--- src/design/rgbshp_pkg.sv ---
// Shared types, constants and helpers for the RGB 3x3 sharpening filter.
`timescale 1ns / 1ps
`default_nettype none

package rgbshp_pkg;

    // Longest line the two line stores can hold.
    localparam int MAX_LINE_WIDTH = 1024;
    localparam int CHAN_BITS      = 8;
    localparam int PIX_BITS       = 3 * CHAN_BITS;
    localparam int COL_BITS       = $clog2(MAX_LINE_WIDTH);
    // Wide enough to hold the line width itself and the lag limit of width plus one.
    localparam int WID_BITS       = COL_BITS + 1;
    localparam int ROW_BITS       = 12;
    localparam int AW_CFG_BITS    = 11;
    localparam int AH_CFG_BITS    = 12;
    localparam int CFG_IDX_BITS   = 1;
    localparam int CFG_DATA_BITS  = 12;
    localparam int CMP_BITS       = 16;
    localparam int TAPS           = 9;
    localparam int CENTER_TAP     = 4;
    localparam int ACC_BITS       = CHAN_BITS + 5;

    localparam logic [AW_CFG_BITS-1:0] WIDTH_RESET  = AW_CFG_BITS'(640);
    localparam logic [AH_CFG_BITS-1:0] HEIGHT_RESET = AH_CFG_BITS'(480);
    localparam int MIN_SIZE = 3;

    // Configuration register indexes.
    localparam logic [CFG_IDX_BITS-1:0] CFG_ACTIVE_WIDTH  = 1'b0;
    localparam logic [CFG_IDX_BITS-1:0] CFG_ACTIVE_HEIGHT = 1'b1;

    // Request type codes.
    localparam logic REQ_PIXEL = 1'b0;
    localparam logic REQ_FLUSH = 1'b1;

    typedef struct packed {
        logic                 req_type;
        logic [CHAN_BITS-1:0] in_red;
        logic [CHAN_BITS-1:0] in_green;
        logic [CHAN_BITS-1:0] in_blue;
    } in_item_t;

    typedef struct packed {
        logic [CHAN_BITS-1:0] out_red;
        logic [CHAN_BITS-1:0] out_green;
        logic [CHAN_BITS-1:0] out_blue;
        logic                 frame_end;
    } out_item_t;

    typedef struct packed {
        logic [CHAN_BITS-1:0] red;
        logic [CHAN_BITS-1:0] green;
        logic [CHAN_BITS-1:0] blue;
    } pixel_t;

    // Per-item decisions made by the counter logic at transfer time.
    typedef struct packed {
        logic is_pixel;
        logic has_result;
        logic compute;
        logic frame_end;
    } item_ctl_t;

    typedef logic [TAPS-1:0][CHAN_BITS-1:0] taps_t;

endpackage

`default_nettype wire

--- src/design/rgbshp_lane.sv ---
// One color channel of the sharpening kernel: 10*center minus the ring, halved and clamped.
`timescale 1ns / 1ps
`default_nettype none

module rgbshp_lane (
    input  rgbshp_pkg::taps_t                   taps,
    output logic [rgbshp_pkg::CHAN_BITS-1:0]    result
);

    import rgbshp_pkg::*;

    logic [ACC_BITS-1:0]        ten_center;
    logic [ACC_BITS-1:0]        ring_sum;
    logic signed [ACC_BITS-1:0] acc;
    logic [ACC_BITS-2:0]        half;

    always_comb
    begin
        ring_sum = '0;
        for (int k = 0; k < TAPS; k++)
        begin
            if (k != CENTER_TAP)
            begin
                ring_sum = ring_sum + ACC_BITS'(taps[k]);
            end
        end
        ten_center = (ACC_BITS'(taps[CENTER_TAP]) << 3) + (ACC_BITS'(taps[CENTER_TAP]) << 1);
        acc  = signed'(ten_center - ring_sum);
        half = acc[ACC_BITS-1:1];

        // A non-positive sum floors to zero; otherwise halve and saturate.
        if (acc[ACC_BITS-1] || (acc == '0))
        begin
            result = '0;
        end
        else if (half > (ACC_BITS-1)'({CHAN_BITS{1'b1}}))
        begin
            result = '1;
        end
        else
        begin
            result = half[CHAN_BITS-1:0];
        end
    end

endmodule

`default_nettype wire

--- config.mk ---
export PLATFORM = sky130hd
export DESIGN_NAME = rgbshp_lane
export DESIGN_NICKNAME = d
export VERILOG_FILES = /design/src/design/rgbshp_pkg.sv /design/src/design/rgbshp_lane.sv
export SDC_FILE = /design/constraint.sdc
export NUM_CORES = 1
export LEC_CHECK = 0
export BUFFER_PORTS_ARGS = -buffer_cell sky130_fd_sc_hd__buf_4
export CAP_MARGIN = 20
export CORE_MARGIN = 2
export CORE_UTILIZATION = 30
export DETAILED_ROUTE_END_ITERATION = 16
export GPL_TIMING_DRIVEN = 0
export SLEW_MARGIN = 20
export SYNTH_ARGS = -nofsm -noshare
export SYNTH_HDL_FRONTEND = slang
export SYNTH_SLANG_ARGS = --single-unit
export TNS_END_PERCENT = 5
--- constraint.sdc ---
create_clock -name vclk -period 6
set_input_delay 0.3 -clock vclk [all_inputs]
set_output_delay 0.3 -clock vclk [all_outputs]
set_load 0.1 [all_outputs]
# --- Yosys cells after proc, flatten, opt, wreduce, memory -nomap -nowiden ---
# Cells that the tools add are included.
totals:
  mem_bits_ro: 0
  inputBits: 72
  n_memories: 0
  output_inout_bits: 8
  word_cells: 14
  ff_bits: 0
  latch_bits: 0
  ramBits: 0
op_classes:
  n_shift: 0
  multipliers: 0
  order_cmp: 1
  div_mod_pow: 0
  addsub: 9
  eq_ne: 0
  reduce_logical: 2
  n_mux: 2
  bitwise: 0
ops:
  columns: ["cell", "n"]
  rows:
  - ["adder 13 x 8 -> 13 bit", 2]
  - ["two-way mux 8 bit", 2]
  - ["adder 12 x 8 -> 13 bit", 1]
  - ["zero test 13 bit", 1]
  - ["subtractor 12 x 13 -> 13 bit", 1]
  - ["adder 11 x 8 -> 12 bit", 1]
  - ["adder 11 x 9 -> 12 bit", 1]
  - ["> comparator 12 x 8 -> 1 bit (second input constant)", 1]
  - ["adder 10 x 8 -> 11 bit", 1]
  - ["adder 9 x 8 -> 10 bit", 1]
  - ["adder 8 x 8 -> 9 bit", 1]
  - ["logical OR 1 bit", 1]

# --- Longest topological paths before layout ---
# Gate-level depths: netlist (run 1).
logic_depth:
  depth_word: 11
  ltp_mapped: 17
  depth_no_buf: 16

# --- Worst setup path before layout (run 1) ---
# Ideal clock, no wire load.
synth_timing:
  kind: "input-to-output"
  from: "input taps[15] (netlist bit)"
  to: "output result[1] (netlist bit)"
  required_time_ps: 5700
  stages: 17
  n_path_buf: 1
  arrival_ps: 5987
  slack_ps: -287
  path_cell_list: "inv_1 > fa_1 > inv_1 > fa_1 > fa_1 > inv_1 > fa_1 > inv_1 > fa_1 > inv_1 > ha_1 > buf_4 > a21o_1 > a31o_1 > o2111ai_1 > a221oi_4 > a32oi_1"
synth_via:
  elab_chain_len: 11
  elab_cells_between_ends: 13
  classes_between: "8 x add/sub; 1 x order compare; 2 x mux; 2 x reduce/logical"
synth_rtl:
  columns: ["element", "line", "source"]
  rows:
  - ["start: declaration", "rgbshp_lane.sv:6", "input rgbshp_pkg::taps_t taps,"]
  - ["adder 8 x 8 -> 9 bit *", "rgbshp_lane.sv:24", "ring_sum = ring_sum + ACC_BITS'(taps[k]);"]
  - ["adder 9 x 8 -> 10 bit *", "rgbshp_lane.sv:24", null]
  - ["adder 10 x 8 -> 11 bit *", "rgbshp_lane.sv:24", null]
  - ["adder 11 x 8 -> 12 bit *", "rgbshp_lane.sv:24", null]
  - ["adder 12 x 8 -> 13 bit *", "rgbshp_lane.sv:24", null]
  - ["adder 13 x 8 -> 13 bit * (2 in series)", "rgbshp_lane.sv:24", null]
  - ["subtractor 12 x 13 -> 13 bit *", "rgbshp_lane.sv:28", "acc = signed'(ten_center - ring_sum);"]
  - ["> comparator 12 x 8 -> 1 bit / zero test 13 bit (equally long branches)", "rgbshp_lane.sv:36, rgbshp_lane.sv:32", null]
  - ["two-way mux 8 bit / logical OR 1 bit (equally long branches)", "rgbshp_lane.sv:36, rgbshp_lane.sv:32", null]
  - ["two-way mux 8 bit *", "rgbshp_lane.sv:32", "if (acc[ACC_BITS-1] || (acc == '0))"]
  - ["end: declaration", "rgbshp_lane.sv:7", "output logic [rgbshp_pkg::CHAN_BITS-1:0] result"]
# Mark *: on every way between the ends. The rest lies on a longest branch, timed or not.

# --- Worst setup path in the final report (run 1) ---
layout_timing:
  from: "input taps[15] (netlist bit)"
  to: "output result[0] (netlist bit)"
# The elaborated chain is that of the path after synthesis.

==> impl_metrics.yaml, run 1 <==
synthesis:
  synth.most_common_cell: "inv_1"
  netlist_instances: 263
  syn_area_sq_um: 2427
  synth_nets: 419
  synth.avg_cell_area_sq_um: 9.229
  synth_top_area_share_pct: 51.13
  netlist_top_cells_count: "inv_1, fa_1, ha_1"
  ys.warnings.count: 0
  yosys.area.top_type: "fa_1"
  synth_area_leaders: "fa_1, inv_1, ha_1, a32oi_1, a21o_1"
  yosysUniqueCellTypes: 37
  yosysSeqAreaShare_pct: 0
final_layout:
  layout-area-overhead-vs-synth_pct: 30.00
  final_area_sq_um: 3156
  num_antenna_cells: 0
  nFlopsAndLatches: 0
  seq_area_sq_um: 0
  fin_nets: 501
  n_clock_buffer: 0
  drive_gt1_share_pct: 25.36
clocking:
  cts-hold-fix-buffers: 0
  post_cts_resized: 0
  post_cts_buffers: 0
global_route:
  grt_max_degree: 10
  grt_pass1_wl_um: 8576
  overflow: 0
  grt_usage_pct: 11.59
  grt_pass1_vias: 2133
  antenna_found_initial: 0
sta:
  slew_headroom_pct: 59.49
  slew_violations: 0
  setup_viol: 0
  max_clock_freq_mhz: 179.3
  worst_slack_ns: 0.4225
  worst_pin_slew_ns: 0.6050
  hold_violations: 0
  fin_crit_ns: 5.577
  period_share_pct: 92.96
  rsz0062_at_grt: "false"
placed_design:
  pre_cts_slack_ns: 0.3914
  portBuffers: 80
  hpwl_um: 4357
  placed_cell_area_sq_um: 3156
  gp_congestion: 0.8047
setup_path:
  cp_top_family: "adder cells"
  start_kind: "primary input"
  worstSetupEndpointType: "output pin"
  max_stage_delay_ns: 0.55
  crit_type: "primary input to output pin"
  worst-path-max-fanout: 8
  critPathArrivalTime_ns: 5.28
  worstPathRequired_ns: 5.70
  path_buf_inv: 8
  path_cells: "buf_4, inv_1, fa_1, inv_1, fa_1, fa_1, inv_1, fa_1, inv_1, fa_1, inv_1, ha_1, buf_4, a21o_1, a31o_1, o31a_1, a221oi_4, a32oi_1, buf_4"
  slowest_stage: "fa_1"
route:
  ant_nets: 0
  firstDrtPassIters: 4
  vias: 1865
  vias_per_cell: 4.191
  route.detailed.drc: 0
  wl_met2_um: 2381
  routed_wirelength_um: 4495
  drt_iter0_markers: 58
  wl_per_cell_um: 10.10
  wl_met3_um: 287
  wl_met1_um: 1826
  top_layer: "met3"
run:
  drv_cap: 0
floorplanning:
  fp.coreArea_sq_um: 7767
  num_rows: 32
  io_pins: 80
  die_w_um: 93.95
  initial_core_util_pct: 31.25
  die_y_um: 93.95
  design.die.area_sq_um: 8827
worst_hold_path:
  hp-class: "primary input to output pin"
run_status:
  status: "complete, no violations"
-- per-layer routing --
layer	global-route usage, %	up-vias
li1	-	933
met1	14.08	881
met2	23.33	51
met3	0.9631	0
met4	0	0
met5	0	-
-- cell type report --
class | instances | area (sq um)
Timing Repair Buffer | 80 | 600.6
Inverter | 113 | 424.2
Tap cell | 102 | 127.6
Buffer | 4 | 20.02
Fill cell | 806 | 4612
Multi-Input combinational cell | 146 | 1983
-- path summary, 6_finish.rpt --
check | start | to | slack, ns | depth (start not counted)
hold / removal | taps[32] | result[1] | 1.38 | 5
setup / recovery | taps[15] | result[0] | 0.42 | 19
-- layout by cell type (no fill, tap or decap), types with 2 or more instances in the layout --
master and instances:
ha_1 22, a21o_1 5, nor2_1 4, fa_1 62, xor2_1 4, a31oi_1 3
o21ai_0 2, a21oi_1 5, buf_4 81, clkbuf_1 2, xnor2_1 4, inv_1 113
a32oi_1 8, nand2_1 5
-- metrics by stage --
| step | hold WS (ns) | utilization (%) | TNS [ns] | std cells |
|---|---|---|---|---|
| after floorplan | 1.524 | - | -2.212 | 263 |
| after global placement | 1.385 | 40.63 | 0 | 445 |
| after detailed placement | 1.381 | 40.63 | 0 | 445 |
| after CTS | 1.382 | 40.63 | 0 | 445 |
| after global routing | 1.438 | 40.63 | 0 | 445 |
| final | 1.376 | 40.63 | 0 | 445 |
-- tightest hold or removal path: stages --
cell and delay, ns:
buf_4 0.15, ha_1 0.25, inv_1 0.06, a32oi_1 0.08, buf_4 0.24
-- logic make-up (layout without fill, tap and decap cells) --
logic type / after synthesis / count (layout) / share of synthesized area, %
buffers and inverters: 117 / 197 / 18.30
adder cells (fa/ha/maj): 84 / 84 / 62.47
AO/OA/AOI/OAI: 38 / 38 / 12.78
AND/OR/NAND/NOR: 14 / 14 / 2.681
XOR/XNOR: 8 / 8 / 2.886
multiplexers: 2 / 2 / 0.8763
Power of run 1 is not shown: default switching activity piles up to over one toggle a cycle in this logic, so the estimate is an artifact.
==> run 2, diff against run 1 <==
--- a/config.mk
+++ b/config.mk
@@ -7,7 +7,7 @@
 export LEC_CHECK = 0
 export BUFFER_PORTS_ARGS = -buffer_cell sky130_fd_sc_hd__buf_4
 export CAP_MARGIN = 20
-export CORE_MARGIN = 2
+export CORE_ASPECT_RATIO = 0.75
 export CORE_UTILIZATION = 30
 export DETAILED_ROUTE_END_ITERATION = 16
 export GPL_TIMING_DRIVEN = 0
==> impl_metrics.yaml, run 2 (synthesis gave the netlist of run 1 again) <==
run_status:
  status: "complete, no violations"
placed_design:
  portBuffers: 80
  hpwl_um: 4473
  placed_cells: 448
  gp_congestion: 0.7885
floorplanning:
  die_w_um: 105.9
  num_rows: 28
  initial_core_util_pct: 30.93
  design.die.area_sq_um: 8459
  fp.coreArea_sq_um: 7848
  die_y_um: 79.90
  io_pins: 80
final_layout:
  seq_area_sq_um: 0
  nFlopsAndLatches: 0
  n_clock_buffer: 0
  drive_gt1_share_pct: 25.36
  fin_nets: 501
  layout-area-overhead-vs-synth_pct: 30.15
  num_antenna_cells: 0
  mostFrequentLayoutCells: "inv_1, buf_4, fa_1, ha_1, a32oi_1"
  layout_commonest_cell: "inv_1"
  finalNonFillerCells: 448
route:
  drt_iter0_markers: 49
  vias_per_cell: 4.279
  wl_per_cell_um: 10.31
  vias: 1917
  routed_wirelength_um: 4621
  ant_nets: 0
  route.detailed.drc: 0
  firstDrtPassIters: 4
setup_path:
  slowest_stage: "a221oi_1"
  critPathArrivalTime_ns: 5.34
  crit_type: "primary input to output pin"
  worst-path-max-fanout: 8
  path_cells: "buf_4, inv_1, fa_1, fa_1, fa_1, fa_1, inv_1, fa_1, inv_1, ha_1, a21o_1, a221oi_1, o22ai_1, a221oi_4, a32oi_1, buf_4"
  cp_common_cell: "fa_1"
  start_kind: "primary input"
  worstPathRequired_ns: 5.70
  worstSetupEndpointType: "output pin"
  max_stage_delay_ns: 0.59
clocking:
  post_cts_resized: 0
  post_cts_buffers: 0
  cts-hold-fix-buffers: 0
sta:
  period_share_pct: 93.99
  hold_violations: 0
  rsz0062_at_grt: "false"
  slew_violations: 0
  worst_pin_slew_ns: 0.6032
  slew_headroom_pct: 59.79
  max_clock_freq_mhz: 177.3
  fin_crit_ns: 5.640
  hold-worst-slack_ns: 1.365
  setup_viol: 0
global_route:
  grt_pass1_wl_um: 8880
  grt_pass1_vias: 2148
  grt_usage_pct: 12.59
  overflow: 0
  antenna_found_initial: 0
  grt_max_degree: 10
run:
  drv_cap: 0
worst_hold_path:
  hp-class: "primary input to output pin"
-- run 2: final cells by class --
| type | instances | area, sq um |
|---|---|---|
| Timing Repair Buffer | 80 | 600.6 |
| Buffer | 4 | 20.02 |
| Inverter | 113 | 424.2 |
| Fill cell | 829 | 4688 |
| Multi-Input combinational cell | 146 | 1983 |
| Tap cell | 105 | 131.4 |
-- run 2: final timing paths --
check                     from         to  slack, ns  cells past startpoint
worst max-delay path  taps[13]  result[0]       0.36                     16
worst min-delay path  taps[32]  result[1]       1.37                      5
-- run 2: metal layers --
layer / part of all wire, % / up-vias / track usage [%]
met4: 0 / 0 / 0
met2: 50 / 48 / 24.25
met1: 46 / 933 / 16.53
li1: - / 936 / -
met5: 0 / - / 0
met3: 4.3 / 0 / 0.6531
-- run 2: worst max-delay path: cells and delay by family --
| kind | cells | cell delay, ns |
|---|---|---|
| compound gates | 5 | 1.61 |
| buf+inv | 5 | 0.48 |
| fa+ha+maj | 6 | 2.92 |
-- run 2: per-stage QoR --
step	instance area, sq um	setup WS, ns	setup TNS, ns	utilization, %
3_3_place_gp	3159	0.4399	0	40.26
5_1_grt	3159	0.08978	0	40.26
2_1_floorplan	2427	-0.2866	-2.212	-
6_report	3159	0.3604	0	40.26
3_5_place_dp	3159	0.3645	0	40.26
4_1_cts	3159	0.3647	0	40.26
Power of run 2 is left out for the same reason.
