===== config.mk =====
export PLATFORM = sky130hd
export DESIGN_NAME = rgbshp_ctrl
export DESIGN_NICKNAME = d
export VERILOG_FILES = /design/src/design/rgbshp_pkg.sv /design/src/design/rgbshp_ctrl.sv
export SDC_FILE = /design/constraint.sdc
export NUM_CORES = 1
export LEC_CHECK = 0
export BUFFER_PORTS_ARGS = -buffer_cell sky130_fd_sc_hd__buf_2
export CORE_MARGIN = 3
export CORE_UTILIZATION = 48
export CTS_CLUSTER_DIAMETER = 40
export DETAILED_ROUTE_END_ITERATION = 10
export HOLD_SLACK_MARGIN = 0.02
export PLACE_DENSITY = 0.65
export SKIP_LAST_GASP = 1
export SYNTH_ARGS = -nofsm -noshare
export SYNTH_HDL_FRONTEND = slang
export SYNTH_SLANG_ARGS = --single-unit

===== constraint.sdc =====
create_clock -name clk -period 8.1 [get_ports clk]
set_input_delay 1.62 -clock clk [delete_from_list [all_inputs] [get_ports clk]]
set_output_delay 1.62 -clock clk [all_outputs]
set_load 0.1 [all_outputs]

===== src/design/rgbshp_pkg.sv =====
// Shared types, constants and helpers for the RGB 3x3 sharpening filter.
`timescale 1ns / 1ps
`default_nettype none

package rgbshp_pkg;

    // Longest line the two line stores can hold.
    localparam int MAX_LINE_WIDTH = 1024;
    localparam int CHAN_BITS      = 8;
    localparam int PIX_BITS       = 3 * CHAN_BITS;
    localparam int COL_BITS       = $clog2(MAX_LINE_WIDTH);
    // Wide enough to hold the line width itself and the lag limit of width plus one.
    localparam int WID_BITS       = COL_BITS + 1;
    localparam int ROW_BITS       = 12;
    localparam int AW_CFG_BITS    = 11;
    localparam int AH_CFG_BITS    = 12;
    localparam int CFG_IDX_BITS   = 1;
    localparam int CFG_DATA_BITS  = 12;
    localparam int CMP_BITS       = 16;
    localparam int TAPS           = 9;
    localparam int CENTER_TAP     = 4;
    localparam int ACC_BITS       = CHAN_BITS + 5;

    localparam logic [AW_CFG_BITS-1:0] WIDTH_RESET  = AW_CFG_BITS'(640);
    localparam logic [AH_CFG_BITS-1:0] HEIGHT_RESET = AH_CFG_BITS'(480);
    localparam int MIN_SIZE = 3;

    // Configuration register indexes.
    localparam logic [CFG_IDX_BITS-1:0] CFG_ACTIVE_WIDTH  = 1'b0;
    localparam logic [CFG_IDX_BITS-1:0] CFG_ACTIVE_HEIGHT = 1'b1;

    // Request type codes.
    localparam logic REQ_PIXEL = 1'b0;
    localparam logic REQ_FLUSH = 1'b1;

    typedef struct packed {
        logic                 req_type;
        logic [CHAN_BITS-1:0] in_red;
        logic [CHAN_BITS-1:0] in_green;
        logic [CHAN_BITS-1:0] in_blue;
    } in_item_t;

    typedef struct packed {
        logic [CHAN_BITS-1:0] out_red;
        logic [CHAN_BITS-1:0] out_green;
        logic [CHAN_BITS-1:0] out_blue;
        logic                 frame_end;
    } out_item_t;

    typedef struct packed {
        logic [CHAN_BITS-1:0] red;
        logic [CHAN_BITS-1:0] green;
        logic [CHAN_BITS-1:0] blue;
    } pixel_t;

    // Per-item decisions made by the counter logic at transfer time.
    typedef struct packed {
        logic is_pixel;
        logic has_result;
        logic compute;
        logic frame_end;
    } item_ctl_t;

    typedef logic [TAPS-1:0][CHAN_BITS-1:0] taps_t;

endpackage

`default_nettype wire


===== src/design/rgbshp_ctrl.sv =====
// Configuration registers and raster counters that decide each item's result.
`timescale 1ns / 1ps
`default_nettype none

module rgbshp_ctrl (
    input  wire logic                               clk,
    input  wire logic                               rst_n,
    input  wire logic                               accept,
    input  wire logic                               req_type,
    input  wire logic                               cfg_wr_en,
    input  wire logic [rgbshp_pkg::CFG_IDX_BITS-1:0]  cfg_index,
    input  wire logic [rgbshp_pkg::CFG_DATA_BITS-1:0] cfg_data,
    output logic      [rgbshp_pkg::COL_BITS-1:0]    rd_addr,
    output rgbshp_pkg::item_ctl_t                   item_ctl
);

    import rgbshp_pkg::*;

    logic [AW_CFG_BITS-1:0] width_reg, width_next;
    logic [AH_CFG_BITS-1:0] height_reg, height_next;
    logic [COL_BITS-1:0]    in_col_reg, in_col_next;
    logic [ROW_BITS-1:0]    in_row_reg, in_row_next;
    logic [COL_BITS-1:0]    out_col_reg, out_col_next;
    logic [ROW_BITS-1:0]    out_row_reg, out_row_next;
    logic [WID_BITS-1:0]    lag_reg, lag_next;

    logic [CMP_BITS-1:0] aw_ext;
    logic [CMP_BITS-1:0] ew_ext;
    logic [WID_BITS-1:0] eff_w;
    logic [ROW_BITS-1:0] eff_h;
    logic [WID_BITS-1:0] in_col_inc;
    logic [ROW_BITS:0]   in_row_inc;
    logic [WID_BITS-1:0] out_col_inc;
    logic [ROW_BITS:0]   out_row_inc;
    logic [WID_BITS:0]   lag_limit;
    logic                is_pixel;
    logic                has_result;
    logic                border;
    logic                last_col;
    logic                last_row;

    // Effective frame size: width clamped to 3..max line, height at least 3.
    always_comb
    begin
        aw_ext = CMP_BITS'(width_reg);
        if (aw_ext < CMP_BITS'(MIN_SIZE))
        begin
            ew_ext = CMP_BITS'(MIN_SIZE);
        end
        else if (aw_ext > CMP_BITS'(MAX_LINE_WIDTH))
        begin
            ew_ext = CMP_BITS'(MAX_LINE_WIDTH);
        end
        else
        begin
            ew_ext = aw_ext;
        end
        eff_w = ew_ext[WID_BITS-1:0];
        if (height_reg < ROW_BITS'(MIN_SIZE))
        begin
            eff_h = ROW_BITS'(MIN_SIZE);
        end
        else
        begin
            eff_h = height_reg;
        end
    end

    always_comb
    begin
        is_pixel    = (req_type == REQ_PIXEL);
        in_col_inc  = WID_BITS'(in_col_reg) + 1'b1;
        in_row_inc  = (ROW_BITS+1)'(in_row_reg) + 1'b1;
        out_col_inc = WID_BITS'(out_col_reg) + 1'b1;
        out_row_inc = (ROW_BITS+1)'(out_row_reg) + 1'b1;
        lag_limit   = (WID_BITS+1)'(eff_w) + 1'b1;

        if (is_pixel)
        begin
            has_result = ((WID_BITS+1)'(lag_reg) >= lag_limit);
        end
        else
        begin
            has_result = (lag_reg != '0);
        end

        last_col = (WID_BITS'(out_col_reg) >= eff_w - 1'b1);
        last_row = (out_row_reg >= eff_h - 1'b1);
        border   = (out_row_reg == '0) || last_row || (out_col_reg == '0) || last_col;

        item_ctl.is_pixel   = is_pixel;
        item_ctl.has_result = has_result;
        item_ctl.compute    = is_pixel && has_result && !border;
        item_ctl.frame_end  = (out_row_reg == eff_h - 1'b1) &&
                              (WID_BITS'(out_col_reg) == eff_w - 1'b1);
        rd_addr = in_col_reg;
    end

    always_comb
    begin
        width_next   = width_reg;
        height_next  = height_reg;
        in_col_next  = in_col_reg;
        in_row_next  = in_row_reg;
        out_col_next = out_col_reg;
        out_row_next = out_row_reg;
        lag_next     = lag_reg;

        if (cfg_wr_en)
        begin
            case (cfg_index)
                CFG_ACTIVE_WIDTH:  width_next  = cfg_data[AW_CFG_BITS-1:0];
                CFG_ACTIVE_HEIGHT: height_next = cfg_data[AH_CFG_BITS-1:0];
                default:           ;
            endcase
        end

        if (accept)
        begin
            if (is_pixel)
            begin
                if (in_col_inc >= eff_w)
                begin
                    in_col_next = '0;
                    if (in_row_inc >= (ROW_BITS+1)'(eff_h))
                    begin
                        in_row_next = '0;
                    end
                    else
                    begin
                        in_row_next = in_row_inc[ROW_BITS-1:0];
                    end
                end
                else
                begin
                    in_col_next = in_col_inc[COL_BITS-1:0];
                end
                if (!has_result)
                begin
                    lag_next = lag_reg + 1'b1;
                end
            end
            else if (has_result)
            begin
                lag_next = lag_reg - 1'b1;
            end

            if (has_result)
            begin
                if (out_col_inc >= eff_w)
                begin
                    out_col_next = '0;
                    if (out_row_inc >= (ROW_BITS+1)'(eff_h))
                    begin
                        out_row_next = '0;
                    end
                    else
                    begin
                        out_row_next = out_row_inc[ROW_BITS-1:0];
                    end
                end
                else
                begin
                    out_col_next = out_col_inc[COL_BITS-1:0];
                end
            end
        end
    end

    always_ff @(posedge clk or negedge rst_n)
    begin
        if (!rst_n)
        begin
            width_reg   <= WIDTH_RESET;
            height_reg  <= HEIGHT_RESET;
            in_col_reg  <= '0;
            in_row_reg  <= '0;
            out_col_reg <= '0;
            out_row_reg <= '0;
            lag_reg     <= '0;
        end
        else
        begin
            width_reg   <= width_next;
            height_reg  <= height_next;
            in_col_reg  <= in_col_next;
            in_row_reg  <= in_row_next;
            out_col_reg <= out_col_next;
            out_row_reg <= out_row_next;
            lag_reg     <= lag_next;
        end
    end

endmodule

`default_nettype wire


Word-level counts from Yosys, hierarchy flattened
Cells that the tools add are included.
- muxes and demuxes: 10
- bitwise gates (word level): 2
- reduce and logical (&&, ||, !) cells: 16
- $lt $le $gt $ge: 9
- eq/ne operators: 4
- add/sub/neg operators: 8
- operators with widths (cell ; number):
    2-to-1 mux 11 bit ; 5
    2-to-1 mux 12 bit ; 2
    adder 10 x 1 -> 11 bit, second input constant ; 2
    greater-or-equal comparator 11 bit ; 2
    subtractor 11 x 1 -> 11 bit, second input constant ; 2
    2-to-1 mux 10 bit ; 2
    adder 12 x 1 -> 13 bit, second input constant ; 1
    greater-or-equal comparator 13 x 12 -> 1 bit ; 1
    adder 11 x 1 -> 12 bit, second input constant ; 1
    equality test 12 bit ; 1
    greater-or-equal comparator 11 x 12 -> 1 bit ; 1
    greater-or-equal comparator 12 bit ; 1
    logical NOT 12 bit ; 1
    < comparator 12 x 2 -> 1 bit, second input constant ; 1
    subtractor 12 x 1 -> 12 bit, second input constant ; 1
    adder 11 x 1 -> 11 bit, second input constant ; 1
    equality test 10 x 11 -> 1 bit ; 1
    greater-or-equal comparator 10 x 11 -> 1 bit ; 1
    greater-than comparator 11 bit, second input constant ; 1
    < comparator 11 x 2 -> 1 bit, second input constant ; 1
    nonzero test 11 bit ; 1
    logical NOT 10 bit ; 1
    AND reduction 2 bit ; 4
    AND reduction 3 bit ; 2
    7 further kinds ; 12
- output and inout port bits: 14
- word-level logic and storage cells: 55
- bits of input ports: 18
- flip-flop bits (word level): 66

Depth between registers and ports, before layout
- word-level depth: 9
- depth in mapped cells: 20
- depth with buffers taken out: 18

Worst setup path after synthesis
OpenSTA, ideal clock, no wires.
- kind: register to output
- start: register width_reg[2]
- end: output port item_ctl[1] in the netlist's numbering
- path slack: 510 ps
- data required time: 6480 ps
- path buffers: 1
- cell stages (with the launch flop): 20
- data arrival time: 5970 ps
- path through: dfrtp_1 > buf_2 > or3_1 > or3_1 > nor4_4 > nor2_1 > nor2_1 > ha_1 > nand3_1 > nor2_1 > and3_1 > a31oi_1 > ha_1 > o21ai_0 > o21ai_0 > o311a_1 > ha_1 > nor4b_1 > nand4_1 > a221oi_1
- RTL lines (item ; RTL line ; RTL):
    start, declared ; rgbshp_ctrl.sv:19 ; logic [AW_CFG_BITS-1:0] width_reg, width_next;
    start signal, assigned ; rgbshp_ctrl.sv:184 ; width_reg <= width_next;
    end, declared ; rgbshp_ctrl.sv:14 ; output rgbshp_pkg::item_ctl_t item_ctl

==> results.md <==
- Outcome: finished, final reports clean
- Part of the Yosys area used for sequential elements: 0.289
- Total of hold buffers inserted after clock tree synthesis: 0
- Global placement routability congestion: 0.892
- CTS Buffer Depth: 2
- Data arrival, critical path: 5.46 ns
- Critical path peak fanout: 11
- Final routed wirelength across all metal layers: 13.5 mm
- Utilization after layout: 0.546
- WL/cell: 16.3 um
- Overflow left after global routing: 0
- Switching portion of total power: 0.447
- # setup viols final: 0
- CTS Buf Count: 9
- Areal power density over the cells: 298 nW/um2
- Number of antenna violations at the first check in global routing: 0
- Pin count of the biggest net entering global routing: 67
- Critical path endpoint category: output port
- Count of max-cap constraint violations: 0
- Worst Setup Start Kind: flip-flop
- Post-Synthesis Cells: 656
- Critical Setup Path Class: reg2out
- Number of antenna cells inserted: 0
- Final-stage net count: 783
- Worst slew pin tran: 1.03 ns
- Clock-pin slew reported for the worst setup and hold paths after clock tree synthesis: 0.06 ns
- GRT Util Overall: 0.218
- Yosys Warn Count: 0
- Worst hold-check slack: 0.541 ns
- Hold Crit Class: reg2reg
- Chip width: 115 um
- Standard-cell rows: 39
- Fraction of registers with async set or reset after synthesis: 1.00
- VDD IR-drop max: 0.175 mV
- Internal power: 0.00104 W
- Number of distinct library cell variants in the gate-level netlist after synthesis: 58
- Maximum achievable frequency: 141 MHz
- Vias in the first global route: 4715
- Post-synth EDFFs: 0
- Most area-hungry cell type in the Yosys netlist: dfrtp_1
- Share of total power in the clock network: 0.230
- Core Footprint: 11600 um2
- Required arrival time at the worst endpoint: 6.48 ns
- Commonest non-fill, non-tap cell in the layout: ha_1
- Setup repair bufs after CTS: 0
- Count of state elements after synthesis: 66
- Leading cell types in the layout, fill and taps excluded: ha_1 (85), nand2_1 (72), dfrtp_1 (60)
- CTS Root Buffer Type: clkbuf_16
- Resized cells post-CTS: 0
- Iteration count of the initial detailed-routing pass: 5
- Post-detailed-route DRC marker count: 0
- Minimum clock period: 7.08 ns
- Count of H-tree levels built during CTS: 3
- Combinational share of power: 0.472
- Net Sw Power: 0.000840 W
- Area of the mapped netlist: 5730 um2
- Clk_skew: 0.00939 ns
- Detailed placer's ending HPWL: 10.5 mm
- Initial drt markers: 280
- Count of nets left with antenna violations after detail routing: 0
- Post-DR vias/cell: 5.75
- Sinks on Clock Net: 66
- Boundary Pins: 32
- Count of final hold-check violations: 0
- Seq pwr share: 0.298
- Input/output buffers: 31
- Final Slew Violations: 0
- Dominant cells by area after synthesis: dfrtp_1 (26%), ha_1 (19%), xnor2_1 (5.2%)
- Share of post-route cells with drive strength above 1: 0.127
- RSZ-0062 raised after global routing: no
- Worst setup timing slack at the placement stage: 1.50 ns
- Via total after detailed routing: 4756
- Filler Cells Inserted: 1049
- Setup TNS: 0 ns
- Reported leakage power: 2.97 nW
- Post-synth top flop: dfrtp_1
- Min setup slack post-route: 1.02 ns
- Area Overhead vs Synth: 10.1%
- Part of the cycle the worst path needs: 0.874
- Initial core utilization: 0.496
- CTS tree: built
- Yosys top cell area share: 0.262
- Post-synth net total: 760
- DIE AREA: 13300 um2
- Clock insertion delay at the later pin of the skew report: 0.35 ns
- Vertical extent of the die: 115 um
- Global-route wire length before repair: 22.9 mm
- Headroom to the max-slew limit: 0.313
- Per-instance average area after synthesis: 8.74 um2
-- metrics by stage --
step           std cells  cell area, um2  power, W
6_report             827            6310   0.00188
5_1_grt              827            6310   0.00205
4_1_cts              827            6310   0.00189
3_5_place_dp         811            5980   0.00145
3_3_place_gp         811            5980   0.00142
2_1_floorplan        656            5730   0.00123
-- cell families after synthesis --
group,share of synthesized area
compound gates,0.142
xor+xnor,0.0810
fa+ha+maj,0.189
buf+inv,0.0408
flops,0.289
mux,0.0452
simple gates,0.213
-- power by group through the flow --
stage / combinational (W) / sequential (W) / clock (W)
global placement: 0.000856 / 0.000560 / 0
global route: 0.00101 / 0.000578 / 0.000457
detailed placement: 0.000886 / 0.000564 / 0
finish: 0.000886 / 0.000561 / 0.000432
floorplan: 0.000668 / 0.000563 / 0
CTS: 0.000891 / 0.000559 / 0.000441
-- worst paths after layout --
path                              startpoint        endpoint  slack [ns]  cells after the start
worst max register to register  width_reg[3]      lag_reg[5]        2.93                     17
max in group asynchronous              rst_n      lag_reg[3]        6.10                      2
worst max-delay path            width_reg[3]     item_ctl[1]        1.02                     19
worst min register to register   lag_reg[10]     lag_reg[10]        0.54                      1
worst min-delay path             lag_reg[10]     lag_reg[10]        0.54                      1
min in group asynchronous              rst_n  out_row_reg[8]        1.46                      2
-- synth_stat cells (14+ instances only) --
master,n
xnor2_1,34
a21oi_1,26
nand2b_1,19
clkbuf_1,15
nand3_1,28
dfrtp_1,60
o21ai_0,49
nor2_1,36
ha_1,85
nand2_1,72
nor3_1,14
inv_1,37
mux2_2,23
xor2_1,19
-- final cells by class --
type | instances | area (um2) | share of cell area
Multi-Input combinational cell | 532 | 3840 | 0.609
Sequential cell | 66 | 1660 | 0.263
Clock buffer | 9 | 225 | 0.0357
Tap cell | 143 | 179 | 0.0284
Timing Repair Buffer | 32 | 163 | 0.0258
Inverter | 38 | 143 | 0.0226
Clock inverter | 7 | 101 | 0.0161
-- routing by layer --
metal / global-route usage / vias to the layer above / part of all wire
met1: 0.284 / 2249 / 0.46
met5: 0 / - / 0
met3: 0.0321 / 28 / 0.035
met2: 0.360 / 87 / 0.48
li1: - / 2392 / -
met4: 0.0931 / 0 / 0.024
-- critical path, cell delays in order, from the launching register on --
cell and delay, ns:
dfrtp_1 0.48, or3_1 0.43, or3_1 0.43, nor4_4 0.36, nor2_1 0.07, nor2_1 0.24
ha_1 0.25, nand3_1 0.12, nor2_1 0.18, and3_1 0.22, a31oi_1 0.11, ha_1 0.30
o21ai_0 0.07, o21ai_0 0.15, o311a_1 0.38, ha_1 0.20, nor4b_1 0.22, nand4_1 0.12
a221oi_1 0.27, buf_2 0.50
(Power assumes the default switching activity.)
